$ cat src/hw/rtl/rcdq_pkg.sv
`timescale 1ns / 1ps
// Package for the restricted circular deque: field widths, command,
// status, mode and register index codes. No dependencies.

package rcdq_pkg;

  localparam int DATA_W     = 32;
  localparam int CAP_W      = 5;
  localparam int CMD_W      = 2;
  localparam int STATUS_W   = 2;
  localparam int MODE_W     = 2;
  localparam int CFG_IDX_W  = 2;
  localparam int CFG_DATA_W = 5;

  localparam logic [CMD_W-1:0] CMD_PUSH_REAR  = 2'd0;
  localparam logic [CMD_W-1:0] CMD_PUSH_FRONT = 2'd1;
  localparam logic [CMD_W-1:0] CMD_POP_FRONT  = 2'd2;
  localparam logic [CMD_W-1:0] CMD_POP_REAR   = 2'd3;

  localparam logic [STATUS_W-1:0] STATUS_DONE   = 2'd0;
  localparam logic [STATUS_W-1:0] STATUS_FULL   = 2'd1;
  localparam logic [STATUS_W-1:0] STATUS_EMPTY  = 2'd2;
  localparam logic [STATUS_W-1:0] STATUS_DENIED = 2'd3;

  localparam logic [MODE_W-1:0] MODE_INPUT_RESTR  = 2'd1;
  localparam logic [MODE_W-1:0] MODE_OUTPUT_RESTR = 2'd2;

  localparam logic [CFG_IDX_W-1:0] REG_CAPACITY = 2'd0;
  localparam logic [CFG_IDX_W-1:0] REG_MODE     = 2'd1;

endpackage

$ cat src/hw/rtl/rcdq_if.sv
`timescale 1ns / 1ps
// Valid/ready channel interfaces for the deque: command, response and
// configuration write. Depends on rcdq_pkg.

interface rcdq_req_if;
  logic                               valid;
  logic                               ready;
  logic [rcdq_pkg::CMD_W-1:0]         cmd;
  logic signed [rcdq_pkg::DATA_W-1:0] push_value;

  modport source (output valid, cmd, push_value, input ready);
  modport sink (input valid, cmd, push_value, output ready);
endinterface

interface rcdq_rsp_if;
  logic                               valid;
  logic                               ready;
  logic [rcdq_pkg::STATUS_W-1:0]      status;
  logic signed [rcdq_pkg::DATA_W-1:0] popped_value;
  logic [rcdq_pkg::CAP_W-1:0]         occupancy;

  modport source (output valid, status, popped_value, occupancy, input ready);
  modport sink (input valid, status, popped_value, occupancy, output ready);
endinterface

interface rcdq_cfg_if;
  logic                              valid;
  logic                              ready;
  logic [rcdq_pkg::CFG_IDX_W-1:0]    index;
  logic [rcdq_pkg::CFG_DATA_W-1:0]   data;

  modport source (output valid, index, data, input ready);
  modport sink (input valid, index, data, output ready);
endinterface

$ cat src/hw/rtl/restricted_circular_deque.sv
`timescale 1ns / 1ps
// Restricted circular deque of 32-bit signed values held in one RAM.
// Depends on rcdq_pkg and the channel interfaces in rcdq_if.
//
// Commands arrive on req (push rear, push front, pop front, pop rear) and
// each produces exactly one response on rsp with a status, the popped value
// and the occupancy after the command. Register 0 of cfg sets the capacity,
// the wrap point of both ring indices; it is ignored unless the deque is
// empty. Register 1 sets the restriction mode.
// A command is decided in the cycle of its transfer; indices, count and the
// RAM write are updated then. A pop reads the RAM through a registered port.
// The response passes through the holding state for pushes and rejected
// commands, and through the read state and then the holding state for a
// successful pop; req is not ready again until the holding state is left.
// The response sits in an output register, so the next command is accepted
// while it waits. When rsp is stalled, a finished result waits in a holding
// stage and req stays low until the output register frees up.
// Reset empties the deque, sets the capacity to 16 (or MAX_SLOTS if that is
// smaller) and the mode to unrestricted. The RAM contents are not cleared.

module restricted_circular_deque #(
  parameter int MAX_SLOTS = 16
) (
  input  logic         clk,
  input  logic         rst,
  rcdq_req_if.sink     req,
  rcdq_rsp_if.source   rsp,
  rcdq_cfg_if.sink     cfg
);

  localparam int IDX_W   = (MAX_SLOTS > 1) ? $clog2(MAX_SLOTS) : 1;
  localparam int CMP_W   = (IDX_W + 1 > rcdq_pkg::CAP_W) ? IDX_W + 1 : rcdq_pkg::CAP_W;
  localparam int CAP_MAX = (MAX_SLOTS < 31) ? MAX_SLOTS : 31;
  localparam int CAP_RST = (MAX_SLOTS < 16) ? MAX_SLOTS : 16;

  typedef enum logic [2:0] {
    ST_IDLE = 3'b001,
    ST_READ = 3'b010,
    ST_HOLD = 3'b100
  } state_t;

  state_t state;
  state_t state_next;

  logic signed [rcdq_pkg::DATA_W-1:0] mem [MAX_SLOTS];
  logic signed [rcdq_pkg::DATA_W-1:0] rd_data;

  logic [IDX_W-1:0]              head;
  logic [IDX_W-1:0]              tail;
  logic [rcdq_pkg::CAP_W-1:0]    count;
  logic [rcdq_pkg::CAP_W-1:0]    capacity;
  logic [rcdq_pkg::MODE_W-1:0]   restrict_mode;

  logic [IDX_W-1:0]              head_next;
  logic [IDX_W-1:0]              tail_next;
  logic [rcdq_pkg::CAP_W-1:0]    count_next;
  logic [rcdq_pkg::STATUS_W-1:0] status_next;

  logic [rcdq_pkg::STATUS_W-1:0]      pend_status;
  logic [rcdq_pkg::CAP_W-1:0]         pend_occ;
  logic signed [rcdq_pkg::DATA_W-1:0] pend_popped;

  logic                               rsp_valid;
  logic [rcdq_pkg::STATUS_W-1:0]      rsp_status;
  logic [rcdq_pkg::CAP_W-1:0]         rsp_occ;
  logic signed [rcdq_pkg::DATA_W-1:0] rsp_popped;

  logic             accept;
  logic             wr_en;
  logic             rd_en;
  logic [IDX_W-1:0] wr_addr;
  logic [IDX_W-1:0] rd_addr;
  logic             forbid;
  logic             is_push;
  logic             full;
  logic             empty;
  logic [IDX_W-1:0] cap_m1;
  logic [IDX_W-1:0] head_up;
  logic [IDX_W-1:0] head_dn;
  logic [IDX_W-1:0] tail_up;
  logic [IDX_W-1:0] tail_dn;
  logic             out_free;

  logic [rcdq_pkg::CAP_W-1:0] cfg_cap;

  assign accept   = req.valid && req.ready;
  assign req.ready = (state == ST_IDLE);
  assign cfg.ready = 1'b1;
  assign out_free = !rsp_valid || rsp.ready;

  assign rsp.valid        = rsp_valid;
  assign rsp.status       = rsp_status;
  assign rsp.popped_value = rsp_popped;
  assign rsp.occupancy    = rsp_occ;

  always_comb begin
    if (cfg.data == '0) begin
      cfg_cap = rcdq_pkg::CAP_W'(1);
    end else if (CMP_W'(cfg.data) > CMP_W'(CAP_MAX)) begin
      cfg_cap = rcdq_pkg::CAP_W'(CAP_MAX);
    end else begin
      cfg_cap = cfg.data;
    end
  end

  always_comb begin
    cap_m1  = IDX_W'(capacity - rcdq_pkg::CAP_W'(1));
    head_up = (CMP_W'(head) + CMP_W'(1) >= CMP_W'(capacity)) ? '0 : IDX_W'(head + IDX_W'(1));
    tail_up = (CMP_W'(tail) + CMP_W'(1) >= CMP_W'(capacity)) ? '0 : IDX_W'(tail + IDX_W'(1));
    head_dn = (head == '0 || CMP_W'(head) >= CMP_W'(capacity)) ? cap_m1
                                                              : IDX_W'(head - IDX_W'(1));
    tail_dn = (tail == '0 || CMP_W'(tail) >= CMP_W'(capacity)) ? cap_m1
                                                              : IDX_W'(tail - IDX_W'(1));
    forbid  = (req.cmd == rcdq_pkg::CMD_PUSH_FRONT &&
               restrict_mode == rcdq_pkg::MODE_INPUT_RESTR) ||
              (req.cmd == rcdq_pkg::CMD_POP_REAR &&
               restrict_mode == rcdq_pkg::MODE_OUTPUT_RESTR);
    is_push = (req.cmd == rcdq_pkg::CMD_PUSH_REAR) || (req.cmd == rcdq_pkg::CMD_PUSH_FRONT);
    full    = (count >= capacity);
    empty   = (count == '0);
  end

  always_comb begin
    head_next   = head;
    tail_next   = tail;
    count_next  = count;
    status_next = rcdq_pkg::STATUS_DONE;
    wr_en       = 1'b0;
    rd_en       = 1'b0;
    wr_addr     = tail_up;
    rd_addr     = head;
    if (forbid) begin
      status_next = rcdq_pkg::STATUS_DENIED;
    end else if (is_push) begin
      if (full) begin
        status_next = rcdq_pkg::STATUS_FULL;
      end else if (req.cmd == rcdq_pkg::CMD_PUSH_REAR) begin
        wr_en      = accept;
        wr_addr    = tail_up;
        tail_next  = tail_up;
        count_next = count + rcdq_pkg::CAP_W'(1);
      end else begin
        wr_en      = accept;
        wr_addr    = head_dn;
        head_next  = head_dn;
        count_next = count + rcdq_pkg::CAP_W'(1);
      end
    end else begin
      if (empty) begin
        status_next = rcdq_pkg::STATUS_EMPTY;
      end else if (req.cmd == rcdq_pkg::CMD_POP_FRONT) begin
        rd_en      = accept;
        rd_addr    = head;
        head_next  = head_up;
        count_next = count - rcdq_pkg::CAP_W'(1);
      end else begin
        rd_en      = accept;
        rd_addr    = tail;
        tail_next  = tail_dn;
        count_next = count - rcdq_pkg::CAP_W'(1);
      end
    end
  end

  always_comb begin
    state_next = state;
    case (state)
      ST_IDLE: begin
        if (accept) begin
          state_next = rd_en ? ST_READ : ST_HOLD;
        end
      end
      ST_READ: begin
        state_next = ST_HOLD;
      end
      ST_HOLD: begin
        if (out_free) begin
          state_next = ST_IDLE;
        end
      end
      default: begin
        state_next = ST_IDLE;
      end
    endcase
  end

  always_ff @(posedge clk) begin
    if (wr_en) begin
      mem[wr_addr] <= req.push_value;
    end
    if (rd_en) begin
      rd_data <= mem[rd_addr];
    end
  end

  always_ff @(posedge clk) begin
    if (rst) begin
      state         <= ST_IDLE;
      capacity      <= rcdq_pkg::CAP_W'(CAP_RST);
      restrict_mode <= '0;
      head          <= '0;
      tail          <= IDX_W'(CAP_RST - 1);
      count         <= '0;
      rsp_valid     <= 1'b0;
    end else begin
      state <= state_next;
      if (cfg.valid && cfg.index == rcdq_pkg::REG_CAPACITY && count == '0) begin
        capacity <= cfg_cap;
        head     <= '0;
        tail     <= IDX_W'(cfg_cap - rcdq_pkg::CAP_W'(1));
      end else if (accept) begin
        head  <= head_next;
        tail  <= tail_next;
        count <= count_next;
      end
      if (cfg.valid && cfg.index == rcdq_pkg::REG_MODE) begin
        restrict_mode <= cfg.data[rcdq_pkg::MODE_W-1:0];
      end
      if (state == ST_HOLD && out_free) begin
        rsp_valid <= 1'b1;
      end else if (rsp.ready) begin
        rsp_valid <= 1'b0;
      end
    end
  end

  always_ff @(posedge clk) begin
    if (accept) begin
      pend_status <= status_next;
      pend_occ    <= count_next;
      pend_popped <= '0;
    end else if (state == ST_READ) begin
      pend_popped <= rd_data;
    end
    if (state == ST_HOLD && out_free) begin
      rsp_status <= pend_status;
      rsp_occ    <= pend_occ;
      rsp_popped <= pend_popped;
    end
  end

endmodule

$ cat src/flat_wrapper.sv
// flat-port wrapper written by rule: the top's interface ports become plain ports
module restricted_circular_deque_flat 
#(
  parameter int MAX_SLOTS = 16
)
  (clk, rst, req_valid, req_cmd, req_push_value, req_ready, rsp_valid, rsp_status, rsp_popped_value, rsp_occupancy, rsp_ready, cfg_valid, cfg_index, cfg_data, cfg_ready);
  rcdq_req_if req_i ();
  rcdq_rsp_if rsp_i ();
  rcdq_cfg_if cfg_i ();
  input  logic clk;
  input  logic rst;
  input wire logic [$bits(req_i.valid)-1:0] req_valid;
  input wire logic [$bits(req_i.cmd)-1:0] req_cmd;
  input wire logic [$bits(req_i.push_value)-1:0] req_push_value;
  output wire logic [$bits(req_i.ready)-1:0] req_ready;
  output wire logic [$bits(rsp_i.valid)-1:0] rsp_valid;
  output wire logic [$bits(rsp_i.status)-1:0] rsp_status;
  output wire logic [$bits(rsp_i.popped_value)-1:0] rsp_popped_value;
  output wire logic [$bits(rsp_i.occupancy)-1:0] rsp_occupancy;
  input wire logic [$bits(rsp_i.ready)-1:0] rsp_ready;
  input wire logic [$bits(cfg_i.valid)-1:0] cfg_valid;
  input wire logic [$bits(cfg_i.index)-1:0] cfg_index;
  input wire logic [$bits(cfg_i.data)-1:0] cfg_data;
  output wire logic [$bits(cfg_i.ready)-1:0] cfg_ready;
  assign req_i.valid = req_valid;
  assign req_i.cmd = req_cmd;
  assign req_i.push_value = req_push_value;
  assign req_ready = req_i.ready;
  assign rsp_valid = rsp_i.valid;
  assign rsp_status = rsp_i.status;
  assign rsp_popped_value = rsp_i.popped_value;
  assign rsp_occupancy = rsp_i.occupancy;
  assign rsp_i.ready = rsp_ready;
  assign cfg_i.valid = cfg_valid;
  assign cfg_i.index = cfg_index;
  assign cfg_i.data = cfg_data;
  assign cfg_ready = cfg_i.ready;
  restricted_circular_deque #(.MAX_SLOTS(MAX_SLOTS)) u_core (.clk(clk), .rst(rst), .req(req_i), .rsp(rsp_i), .cfg(cfg_i));
endmodule
$ cat config.mk
export PLATFORM = sky130hd
export DESIGN_NAME = restricted_circular_deque_flat
export DESIGN_NICKNAME = d
export VERILOG_FILES = /design/src/hw/rtl/rcdq_pkg.sv /design/src/hw/rtl/rcdq_if.sv /design/src/hw/rtl/restricted_circular_deque.sv /design/src/flat_wrapper.sv
export SDC_FILE = /design/constraint.sdc
export NUM_CORES = 1
export LEC_CHECK = 0
export BUFFER_PORTS_ARGS = -buffer_cell sky130_fd_sc_hd__buf_4
export CORE_ASPECT_RATIO = 1.5
export CORE_MARGIN = 2
export CORE_UTILIZATION = 45
export DETAILED_ROUTE_END_ITERATION = 10
export GPL_ROUTABILITY_DRIVEN = 0
export PLACE_DENSITY = 0.65
export SETUP_SLACK_MARGIN = 0.3
export SLEW_MARGIN = 20
export SYNTH_ARGS = -nofsm -noshare
export SYNTH_HDL_FRONTEND = slang
export SYNTH_SLANG_ARGS = --single-unit
export TNS_END_PERCENT = 30
$ cat constraint.sdc
create_clock -name clk -period 6.37 [get_ports clk]
set_clock_uncertainty 0.1 [all_clocks]
set_input_delay 0.9555 -clock clk [delete_from_list [all_inputs] [get_ports clk]]
set_output_delay 0.9555 -clock clk [all_outputs]
set_load 0.01 [all_outputs]
* Word-level counts from Yosys, hierarchy flattened
Memories as Yosys holds them, arrays and structs flattened. A register that Yosys moved wholly into a read port is not among the register bits. Index checks and enable logic that the tools add are counted.
Cells by class: equal/unequal tests 19, $lt $le $gt $ge 6, add/sub/neg operators 10, $mul 0, bitwise operators 2, reductions and logical operators 27, shift operators 0, divide/modulo/power cells 0, mux-type cells 48
Operators by type and width (count):
- 4-bit 2-to-1 mux | 25
- 5-bit 2-to-1 mux | 6
- 4-bit by 1-bit subtractor with 4-bit output, second input constant | 4
- 5-bit >= comparator | 3
- 6-bit AND reduction | 2
- 1-bit 2-to-1 mux | 11
- 4-bit by 1-bit adder with 5-bit output, second input constant | 2
- 4-bit by 5-bit >= comparator with 1-bit output | 2
- 5-bit zero test | 2
- 3-bit 2-to-1 mux | 3
- 3-bit one-hot mux with 3 select lines | 1
- 4-bit by 1-bit adder with 4-bit output, second input constant | 2
- 4-bit zero test | 2
- 2-bit != test, second input constant | 4
- 1-bit logical AND | 7
- 2-bit by 1-bit equality test with 1-bit output, second input constant | 3
- 2-bit equality test, second input constant | 3
- 3-bit by 2-bit != test with 1-bit output, second input constant | 2
- 3-bit != test, second input constant | 2
- 2-bit nonzero test | 3
- 5-bit by 1-bit adder with 5-bit output, second input constant | 1
- 5-bit > comparator, second input constant | 1
- 1-bit logical OR | 5
- 5-bit by 1-bit subtractor with 5-bit output, second input constant | 1
- 10 further kinds | 15
Word-level totals: bits in latches 0, ROM bits 0, RAM bits 512, output and inout port bits 42, memories 1, register bits 102, word-level logic and storage cells 126
Memory list:
- u_core.mem | depth 16, width 32, read ports 1, clocked after memory_dff 1, wr ports 1, RTL line restricted_circular_deque.sv:45 | logic signed [rcdq_pkg::DATA_W-1:0] mem [MAX_SLOTS];

* Longest topological paths before layout
Gate-level depths: netlist of run 1.
depth in word-level cells 9, depth in mapped cells 13, gate-level depth less buffers 10

* Least setup slack after synthesis of run 1
No wires, ideal clock.
path type register to register, from register u_core.tail[0], to memory u_core.mem[13][0] in the netlist's numbering (enable), cell stages (with the launch flop) 13, period minus slack after synthesis 5771 ps, setup slack 599 ps, path buffers 3, arrival time 5199 ps, cells stage by stage dfxtp_1 > inv_2 > clkbuf_1 > clkbuf_1 > buf_1 > ha_1 > ha_1 > a21o_1 > a31oi_1 > o21ai_0 > nor2_1 > nand3_1 > o32ai_1
Between the ends: cells in the longest elaborated chain, start to end 7, elaborated cells on any way between the ends 8, classes of those cells add/sub: 2; order compare: 1; mux: 5
RTL lines:
- start, declared | RTL line restricted_circular_deque.sv:49 | logic [IDX_W-1:0] tail;
- start signal, assigned | RTL line restricted_circular_deque.sv:202 | tail <= IDX_W'(CAP_RST - 1);
- start signal, assigned | RTL line restricted_circular_deque.sv:210 | tail <= IDX_W'(cfg_cap - rcdq_pkg::CAP_W'(1));
- start signal, assigned | RTL line restricted_circular_deque.sv:213 | tail <= tail_next;
- 4-bit by 1-bit adder with 5-bit output | RTL line restricted_circular_deque.sv:109 | tail_up = (CMP_W'(tail) + CMP_W'(1) >= CMP_W'(capacity)) ? '0 : IDX_W'(tail + IDX_W'(1));
- 5-bit >= comparator | RTL line restricted_circular_deque.sv:109
- 4-bit 2-to-1 mux (*) | RTL line restricted_circular_deque.sv:109
- 4-bit 2-to-1 mux | RTL line restricted_circular_deque.sv:137 | end else if (req.cmd == rcdq_pkg::CMD_PUSH_REAR) begin
- 4-bit 2-to-1 mux | RTL line restricted_circular_deque.sv:135 | if (full) begin
- 4-bit 2-to-1 mux | RTL line restricted_circular_deque.sv:134 | end else if (is_push) begin
- 4-bit 2-to-1 mux (*) | RTL line restricted_circular_deque.sv:132 | if (forbid) begin
- end, declared | RTL line restricted_circular_deque.sv:45
Mark *: on every way between the ends. The rest lies on a longest branch, timed or not.

* Final worst setup path of run 1
from register u_core.tail[1], to memory u_core.mem[12][12] in the netlist's numbering (enable)
The elaborated chain is that of the path after synthesis.

==> flow_metrics.tcl, run 1 <==
set metrics [dict create \
    crit_slowest_cell "sky130_fd_sc_hd__o22ai_4" \
    power_frac_clock 0.357 \
    r2r_cells 11 \
    maximum_number_of_pins_on_one_net_before_global_route_repair 129 \
    synth.net_count 2529 \
    endpoint_kind "flip-flop" \
    cts-root-to-sink-buffers 3 \
    leakagePower_nw 11.9 \
    place.detailed.hpwl_um 52400 \
    yosys.cell_types.count 78 \
    nNetsFinal 2538 \
    first_global_vias 21400 \
    synth_seq_cells 646 \
    post_cts_resize_count 0 \
    share_of_cells_above_drive_strength_1 0.129 \
    worstPathCellList "ha_1, xnor2_1, inv_1, ha_1, a21o_1, a31oi_1, o21ai_0, nor2_1, nand3_1, o22ai_4, buf_4" \
    area_growth_pct 12.2 \
    ios 88 \
    reg2reg_from "u_core.tail[1]" \
    floorplan.initialDensity 0.454 \
    postCtsHoldBufs 0 \
    sequential_cell_fraction_of_total_power 0.468 \
    globalRouteMet2Util 0.426 \
    groute.layer.met1.usage 0.299 \
    fillCellCount 5638 \
    timing.hold.worst_path_depth 0 \
    p_sw_mw 2.89 \
    finalSetupViolations 0 \
    ys_top_cells_by_count "sky130_fd_sc_hd__edfxtp_1, sky130_fd_sc_hd__a21oi_1, sky130_fd_sc_hd__nand2_1" \
    maxSlewHeadroom 0.228 \
    p_int_mw 7.50 \
    tritoncts_clock_tree "built" \
    vias 21700 \
    floorplan.die.height_um 322 \
    wirelength_um 88800 \
    setup_tns_ps 0 \
    critical_path_source_type "flip-flop" \
    io_buffer_count 86 \
    std_cell_rows 116 \
    timing_hold_violations_final 0 \
    fin_util 0.509 \
    fin_worst_hold_slack_ps 321 \
    worst_hold_startpoint "u_core.pend_status[1]" \
    grt_pass1_wl_um 131000 \
    timing.critical_path.required_ps 6610 \
    critical_path.top_delay_family "compound AO/OA/AOI/OAI gates" \
    detailedRoute.firstPassIterationCount 6 \
    power.total_mw 10.4 \
    ys_dominant_reg_cell "sky130_fd_sc_hd__edfxtp_1" \
    post-route-period-util 0.727 \
    final_period_minus_worst_setup_slack_ps 4630 \
    share_of_async_settable_or_async_resettable_flops_after_synthesis 0 \
    vias_cell 6.38 \
    clockRootBuffer "sky130_fd_sc_hd__clkbuf_16" \
    critPathKind "reg -> reg" \
    numCtsBuffers 57 \
    grt.met3_usage 0.0377 \
    grt_util_all_layers 0.250 \
    first_iter_violations 2514 \
    vdd_ir_drop_max_mv 0.209 \
    worst_path_largest_cell_delay_ps 990 \
    grt_antenna_before_repair 2 \
    synth.area.top_cells "sky130_fd_sc_hd__edfxtp_1, sky130_fd_sc_hd__mux2i_1, sky130_fd_sc_hd__a21oi_1" \
    cts_setup_buffers 0 \
    postSynthAreaPerCell_um2 12.4 \
    yosysMostFrequentCell "sky130_fd_sc_hd__edfxtp_1" \
    core-area_mm2 0.0668 \
    reg2reg_setup_slack_ps 1740 \
    comb_power_share 0.175 \
    netlist.top_cell.by_area "sky130_fd_sc_hd__edfxtp_1" \
    fmax_mhz 216 \
    wl_per_cell_um 26.2 \
    insertion_delay_ps 650 \
    drt.antenna.violating_nets 0 \
    timing.max_cap.violations 0 \
    htreeDepth 2 \
    die_area_mm2 0.0695 \
    die_x_extent_um 216 \
    post-synth-top-area-fraction 0.585 \
    hold_path.class "reg -> reg" \
    cts.sink_count 646 \
    hold_end "u_core.rsp.status[1]" \
    crit_arrival_ps 4870 \
    globalRoute.busiestLayer "met2" \
    worstPathMaxFanout 41 \
    critical_path.most_common_cell "sky130_fd_sc_hd__ha_1" \
    synth.yosys.warnings 0 \
    switching_share 0.278 \
    end_of_the_worst_register_to_register_path "u_core.mem[12][12]" \
    synth-edff-count 590 \
    timing.critical_path.buf_inv 2 \
    synth-seq-area-share 0.622 \
    power.density_mw_per_mm2 305 \
    grt_setup_unrepaired "false" \
    run_status "finished, final reports clean" \
    syn-cell-area_mm2 0.0303 \
    max_slew.worst_pin.slew_ps 1160 \
    syn_inst 2451 \
    drcViolationCount 0 \
    timing_max_transition_violations_final 0 \
    grt_overflow_total 0 \
    cts.clk_slew.worst_paths_ps 70 \
]
placed cells by master (no fill, tap or decap), types with 32 or more instances in the layout:
| cell type | synthesis | routed |
|---|---|---|
| sky130_fd_sc_hd__o21ai_0 | 41 | 39 |
| sky130_fd_sc_hd__clkbuf_16 | 0 | 59 |
| sky130_fd_sc_hd__a31oi_1 | 39 | 39 |
| sky130_fd_sc_hd__nand3_1 | 72 | 72 |
| sky130_fd_sc_hd__a21oi_1 | 334 | 334 |
| sky130_fd_sc_hd__nor2_1 | 40 | 40 |
| sky130_fd_sc_hd__ha_1 | 32 | 32 |
| sky130_fd_sc_hd__mux2_2 | 37 | 37 |
| sky130_fd_sc_hd__edfxtp_1 | 590 | 590 |
| sky130_fd_sc_hd__dfxtp_1 | 56 | 53 |
| sky130_fd_sc_hd__inv_1 | 37 | 34 |
| sky130_fd_sc_hd__o22ai_1 | 102 | 91 |
| sky130_fd_sc_hd__mux2i_1 | 236 | 236 |
| sky130_fd_sc_hd__buf_4 | 11 | 144 |
| sky130_fd_sc_hd__nand2_1 | 291 | 291 |
worst register-to-register path, delay by kind of cell, from the launching register on:
family	cells	cell delay, ps
xor gates and xnor gates	1	220
buffers and inverters	2	500
AOI/OAI and AO/OA	4	1580
adders and majority gates	2	680
DFF	1	720
and+or+nand+nor	2	510
power groups by stage:
stage               clock [mW]  sequential [mW]  combinational [mW]
CTS                       3.74             4.85                1.79
detailed placement           0             4.94                1.79
global route              3.90             4.86                1.94
global placement             0             4.94                1.74
floorplan                    0             4.90                1.23
finish                    3.71             4.86                1.82
how the worst max path moves through the flow:
stage,startpoint,to,slack [ps],depth (start not counted)
after global routing,u_core.tail[1],u_core.mem[12][6],1580,11
final,u_core.tail[1],u_core.mem[12][12],1740,11
after global placement,u_core.tail[1],u_core.mem[12][22],1850,11
after detailed placement,req_cmd[1],u_core.rd_data[13],1790,7
after floorplan,u_core.tail[0],u_core.mem[13][0],600,12
after CTS,u_core.tail[1],u_core.mem[12][12],1790,11
metrics by stage:
step / std cells / instance area (um2) / setup WS, ps
after floorplan: 2451 / 30300 / 599
after global placement: 3286 / 32000 / 1850
after detailed placement: 3286 / 32000 / 1790
after CTS: 3394 / 34000 / 1790
after global routing: 3395 / 34000 / 1580
final: 3395 / 34000 / 1740
layout make-up:
| type | count | area [um2] | share of cell area |
|---|---|---|---|
| diodes | 1 | 2.50 | 0.0000736 |
| clock buffers | 63 | 1490 | 0.0439 |
| clock inverters | 45 | 515 | 0.0152 |
| inverters | 39 | 154 | 0.00453 |
| multi-input cells | 1570 | 10800 | 0.317 |
| flip-flops and latches | 646 | 18800 | 0.554 |
| well taps | 885 | 1110 | 0.0326 |
| repair buffers | 146 | 1120 | 0.0330 |
registers in the layout (all words and copies together), names as in the netlist:
signal / count
u_core.rsp.valid: 1
u_core.rsp.occupancy: 5
u_core.pend_status: 2
u_core.tail: 4
u_core.rsp.popped_value: 32
u_core.rd_data: 32
u_core.state: 3
u_core.restrict_mode: 2
u_core.capacity: 5
u_core.pend_occ: 5
u_core.pend_popped: 32
u_core.mem: 512
u_core.head: 4
u_core.count: 5
u_core.rsp.status: 2
cells by family (layout without fill, tap and decap cells):
| kind of cell | Yosys count | after routing | synth area share |
|---|---|---|---|
| compound gates | 748 | 748 | 0.159 |
| flops | 646 | 646 | 0.622 |
| simple gates | 498 | 498 | 0.0746 |
| fa+ha+maj | 32 | 32 | 0.0132 |
| other cells | 1 | 2 | 0.000124 |
| xor+xnor | 16 | 16 | 0.00462 |
| buf+inv | 235 | 293 | 0.0338 |
| mux | 275 | 275 | 0.0932 |
layer usage:
layer | up-vias | wire length (um)
li1 | 9521 | -
met1 | 10700 | 33300
met2 | 1174 | 43200
met3 | 279 | 6930
met4 | 0 | 5400
met5 | - | 0
Note: power is estimated with default switching activity, not from simulation.
==> run 2: changes to the inputs <==
- clock period: 6.37 -> 4.8 ns (I/O delays scaled with it)
==> run 2 against run 1 <==
- sequential cell count unchanged
- combinational power up 35%
- count of clock-buffer cells in the layout down 2
- total power up 32%
- register-to-register slack worse by 940 ps
- via count down 0.68%
- worst setup slack worse by 940 ps
- routed wire length down 2.6%
- non-clock buffer count up 5
- sequential share of layout area down 0.18 points
- sequential power up 32%
- cell area up 0.32%
- critical endpoint is now u_core.rd_data[7]
- largest power group unchanged
==> flow_metrics.tcl, run 2 (synthesis gave the netlist of run 1 again) <==
set metrics [dict create \
    numPlacedInstances 3291 \
    drcViolationCount 0 \
    r2r_cells 9 \
    ios 88 \
    post-route-period-util 0.833 \
    grt_antenna_before_repair 6 \
    cts_setup_buffers 0 \
    crit_slowest_cell "sky130_fd_sc_hd__mux2i_4" \
    finalSetupViolations 0 \
    postCtsHoldBufs 0 \
    die_x_extent_um 216 \
    fmax_mhz 250 \
    vias 21500 \
    detailedRoute.firstPassIterationCount 6 \
    die_area_mm2 0.0695 \
    timing_hold_violations_final 0 \
    maximum_number_of_pins_on_one_net_before_global_route_repair 196 \
    leakagePower_nw 11.9 \
    post_cts_resize_count 0 \
    insertion_delay_ps 650 \
    drt.antenna.violating_nets 0 \
    area_growth_pct 12.6 \
    cts.sink_count 646 \
    fin_util 0.511 \
    io_buffer_count 86 \
    grt_overflow_total 0 \
    timing.critical_path.required_ps 5040 \
    timing.hold.worst_path_depth 1 \
    place.detailed.hpwl_um 50700 \
    fillCellCount 5699 \
    worstPathCellList "inv_1, ha_1, nor4b_4, nor3_4, mux2i_4, buf_4, a221oi_1, a311o_1, o221ai_1" \
    clockRootBuffer "sky130_fd_sc_hd__clkbuf_16" \
    floorplan.initialDensity 0.454 \
    grt_setup_unrepaired "false" \
    hold_path.class "in -> reg" \
    max_slew.worst_pin.slew_ps 1150 \
    cts.clk_slew.worst_paths_ps 70 \
    timing.max_cap.violations 0 \
    wirelength_um 86500 \
    std_cell_rows 116 \
    regMostFlops "u_core.mem" \
    timing_max_transition_violations_final 0 \
    numCtsBuffers 57 \
    endpoint_kind "flip-flop" \
    nNetsFinal 2543 \
    vdd_ir_drop_max_mv 0.294 \
    critical_path_source_type "flip-flop" \
    cts-root-to-sink-buffers 3 \
    first_global_vias 22000 \
    vias_cell 6.33 \
    setup_tns_ps 0 \
    htreeDepth 2 \
    tritoncts_clock_tree "built" \
    share_of_cells_above_drive_strength_1 0.133 \
    crit_arrival_ps 4240 \
    wl_per_cell_um 25.4 \
    critPathKind "reg -> reg" \
    largest_register_ff_count 512 \
    final_period_minus_worst_setup_slack_ps 4000 \
    grt_pass1_wl_um 131000 \
    run_status "finished, final reports clean" \
    core-area_mm2 0.0668 \
    power.density_mw_per_mm2 401 \
    worst_path_largest_cell_delay_ps 600 \
    maxSlewHeadroom 0.236 \
    first_iter_violations 2326 \
    worstPathMaxFanout 27 \
    grt_util_all_layers 0.247 \
    cell_count_final_fillers_out 3400 \
    final_common_cell "sky130_fd_sc_hd__edfxtp_1" \
    most-common-layout-cells "sky130_fd_sc_hd__edfxtp_1, sky130_fd_sc_hd__a21oi_1, sky130_fd_sc_hd__nand2_1" \
    power.total_mw 13.7 \
    floorplan.die.height_um 322 \
]
-- run 2: cell types whose count changed in the layout (fill, tap and decap cells not counted), sizes merged --
cell	delta
buf	+5
inv	+4
clkbuf	-2
bufinv	-1
clkinv	-1
clkinvlp	-1
diode	+1
-- run 2: area by class of cell --
| type | instances | area [um2] | area share |
|---|---|---|---|
| flip-flops and latches | 646 | 18800 | 0.552 |
| multi-input cells | 1570 | 10800 | 0.316 |
| clock buffers | 61 | 1440 | 0.0423 |
| repair buffers | 151 | 1260 | 0.0369 |
| well taps | 885 | 1110 | 0.0325 |
| clock inverters | 46 | 536 | 0.0157 |
| inverters | 39 | 154 | 0.00451 |
| diodes | 2 | 5.00 | 0.000147 |
-- run 2: worst paths after layout --
| kind | startpoint | endpoint | slack (ps) |
|---|---|---|---|
| hold / removal | req_push_value[0] | u_core.mem[9][0] | 260 |
| setup / recovery | u_core.count[0] | u_core.rd_data[7] | 800 |
| setup reg to reg | u_core.count[0] | u_core.rd_data[7] | 800 |
| hold reg to reg | u_core.pend_popped[7] | u_core.rsp.popped_value[7] | 310 |
-- run 2: per-layer routing --
layer | up-vias | part of all wire | track usage
li1 | 9551 | - | -
met1 | 10700 | 0.37 | 0.288
met2 | 1006 | 0.51 | 0.431
met3 | 279 | 0.069 | 0.0383
met4 | 6 | 0.053 | 0.143
met5 | - | 0.00039 | 0
-- run 2: worst max-delay path, delay by kind of cell, from the launching register on --
family / cells / cell delay (ps)
AOI/OAI and AO/OA: 3 / 1030
adders and majority gates: 1 / 280
buffers and inverters: 2 / 540
DFF: 1 / 420
muxes: 1 / 600
and+or+nand+nor: 2 / 740
-- run 2: power breakdown --
group	total, mW	switching, mW	internal (mW)
clock network	4.83	2.14	2.69
logic	2.45	1.59	0.852
registers	6.42	0.0946	6.32
total	13.7	3.83	9.86
-- run 2: per-stage QoR --
step	hold WS (ps)	instance area [um2]	setup slack [ps]
3_3_place_gp	308	32100	608
6_report	262	34100	803
4_1_cts	234	34100	794
5_1_grt	266	34100	608
2_1_floorplan	300	30400	-421
3_5_place_dp	308	32100	551
==> run 3: changes to the inputs <==
- clock period: 4.8 -> 4 ns (I/O delays scaled with it)
==> run 3 against run 2 <==
- combinational power is 22% higher
- final cell count is 0.47% higher
- non-clock buffer count is 19 higher
- die area stayed put
- sequential power is 20% higher
- global-route usage is 0.26 points higher
- critical path type unchanged
- critical endpoint is now u_core.mem[9][30]
- largest cell class unchanged
==> flow_metrics.tcl, run 3 (synthesis gave the netlist of run 1 again) <==
set metrics [dict create \
    fin_util 0.517 \
    htreeDepth 2 \
    crit_path_start "u_core.count[0]" \
    max_slew.worst_pin.slew_ps 1100 \
    wirelength_um 88200 \
    most-common-layout-cells "sky130_fd_sc_hd__edfxtp_1, sky130_fd_sc_hd__a21oi_1, sky130_fd_sc_hd__nand2_1" \
    clockRootBuffer "sky130_fd_sc_hd__clkbuf_16" \
    reg2reg_from "u_core.count[0]" \
    grt_overflow_total 0 \
    largest_register_ff_count 512 \
    die_area_mm2 0.0695 \
    nNetsFinal 2561 \
    maximum_number_of_pins_on_one_net_before_global_route_repair 144 \
    grt_pass1_wl_um 132000 \
    io_buffer_count 86 \
    wl_per_cell_um 25.8 \
    regMostFlops "u_core.mem" \
    die_x_extent_um 216 \
    timing.critical_path.required_ps 4190 \
    drcViolationCount 0 \
    insertion_delay_ps 650 \
    power.total_mw 16.4 \
    grt_antenna_before_repair 2 \
    grt_util_all_layers 0.249 \
    leakagePower_nw 12.1 \
    drt.antenna.violating_nets 0 \
    std_cell_rows 116 \
    cts.sink_count 646 \
    endpoint_kind "flip-flop" \
    place.detailed.hpwl_um 53000 \
    run_status "finished, final reports clean" \
    crit_arrival_ps 3810 \
    cell_count_final_fillers_out 3416 \
    fmax_mhz 277 \
    core-area_mm2 0.0668 \
    place_area_mm2 0.0325 \
    cts-root-to-sink-buffers 3 \
    final_cell_area_mm2 0.0345 \
    final_common_cell "sky130_fd_sc_hd__edfxtp_1" \
    final_period_minus_worst_setup_slack_ps 3620 \
    setup_tns_ps 0 \
    timing_hold_violations_final 0 \
    hold_path.class "in -> reg" \
    numCtsBuffers 56 \
    tritoncts_clock_tree "built" \
    critPathKind "reg -> reg" \
    numPlacedInstances 3308 \
    floorplan.initialDensity 0.454 \
    worst_hold_startpoint "cfg_data[0]" \
    area_growth_pct 13.9 \
    vias_cell 6.38 \
    maxSlewHeadroom 0.265 \
    timing.max_cap.violations 0 \
    critical_path_source_type "flip-flop" \
    timing_max_transition_violations_final 0 \
    first_iter_violations 2442 \
    first_global_vias 21700 \
    detailedRoute.firstPassIterationCount 8 \
    vdd_ir_drop_max_mv 0.374 \
    share_of_cells_above_drive_strength_1 0.140 \
    grt_setup_unrepaired "true" \
    floorplan.die.height_um 322 \
    worstPathMaxFanout 16 \
    post-route-period-util 0.904 \
    cts.clk_slew.worst_paths_ps 70 \
    ios 88 \
    vias 21800 \
    power.density_mw_per_mm2 475 \
    finalSetupViolations 0 \
]
==> run 3: metal layers <==
| layer | GRT usage | part of all wire |
|---|---|---|
| met1 | 0.299 | 0.37 |
| met2 | 0.438 | 0.50 |
| met3 | 0.0352 | 0.072 |
| met4 | 0.126 | 0.052 |
| met5 | 0 | 0.00015 |
==> run 3: worst paths after layout <==
| kind | end | slack, ps | depth (start not counted) |
|---|---|---|---|
| setup / recovery | u_core.mem[9][30] | 380 | 9 |
| hold / removal | u_core.restrict_mode[0] | 160 | 3 |
| setup reg to reg | u_core.mem[9][30] | 380 | 9 |
| hold reg to reg | u_core.rsp.occupancy[4] | 320 | 0 |
==> run 3: per-stage QoR <==
stage / worst slack, ps / hold slack (ps)
floorplan: 63.0 / 300
global placement: 377 / 301
detailed placement: 273 / 307
CTS: 307 / 129
global route: 255 / 162
finish: 385 / 155
==> run 3: area by class of cell <==
class | count | area [um2]
flip-flops and latches | 646 | 18900
multi-input cells | 1570 | 10800
well taps | 885 | 1110
diodes | 1 | 2.50
fillers | 5628 | 32200
clock inverters | 36 | 422
clock buffers | 69 | 1500
inverters | 39 | 154
repair buffers | 170 | 1650
==> run 3: timing repair <==
action | in CTS | in global routing
hold buffers | 0 | 0
buffers inserted | 0 | 2
setup endpoints to repair | 64 | 382
gates resized for setup | 1 | 5
pin swaps | 1 | 1
==> run 3: power breakdown <==
part | switching, mW | total [mW] | internal [mW]
registers | 0.112 | 7.70 | 7.59
clock network | 2.51 | 5.71 | 3.20
logic | 1.93 | 3.00 | 1.07
==> run 3: critical path, cell delays in order, from the launching register on <==
cell	delay [ps]
sky130_fd_sc_hd__dfxtp_1	420
sky130_fd_sc_hd__inv_1	110
sky130_fd_sc_hd__ha_1	280
sky130_fd_sc_hd__nand2b_1	100
sky130_fd_sc_hd__a21oi_1	100
sky130_fd_sc_hd__o21a_1	200
sky130_fd_sc_hd__o21ai_0	670
sky130_fd_sc_hd__o21ai_1	420
sky130_fd_sc_hd__o32ai_4	430
sky130_fd_sc_hd__buf_4	420
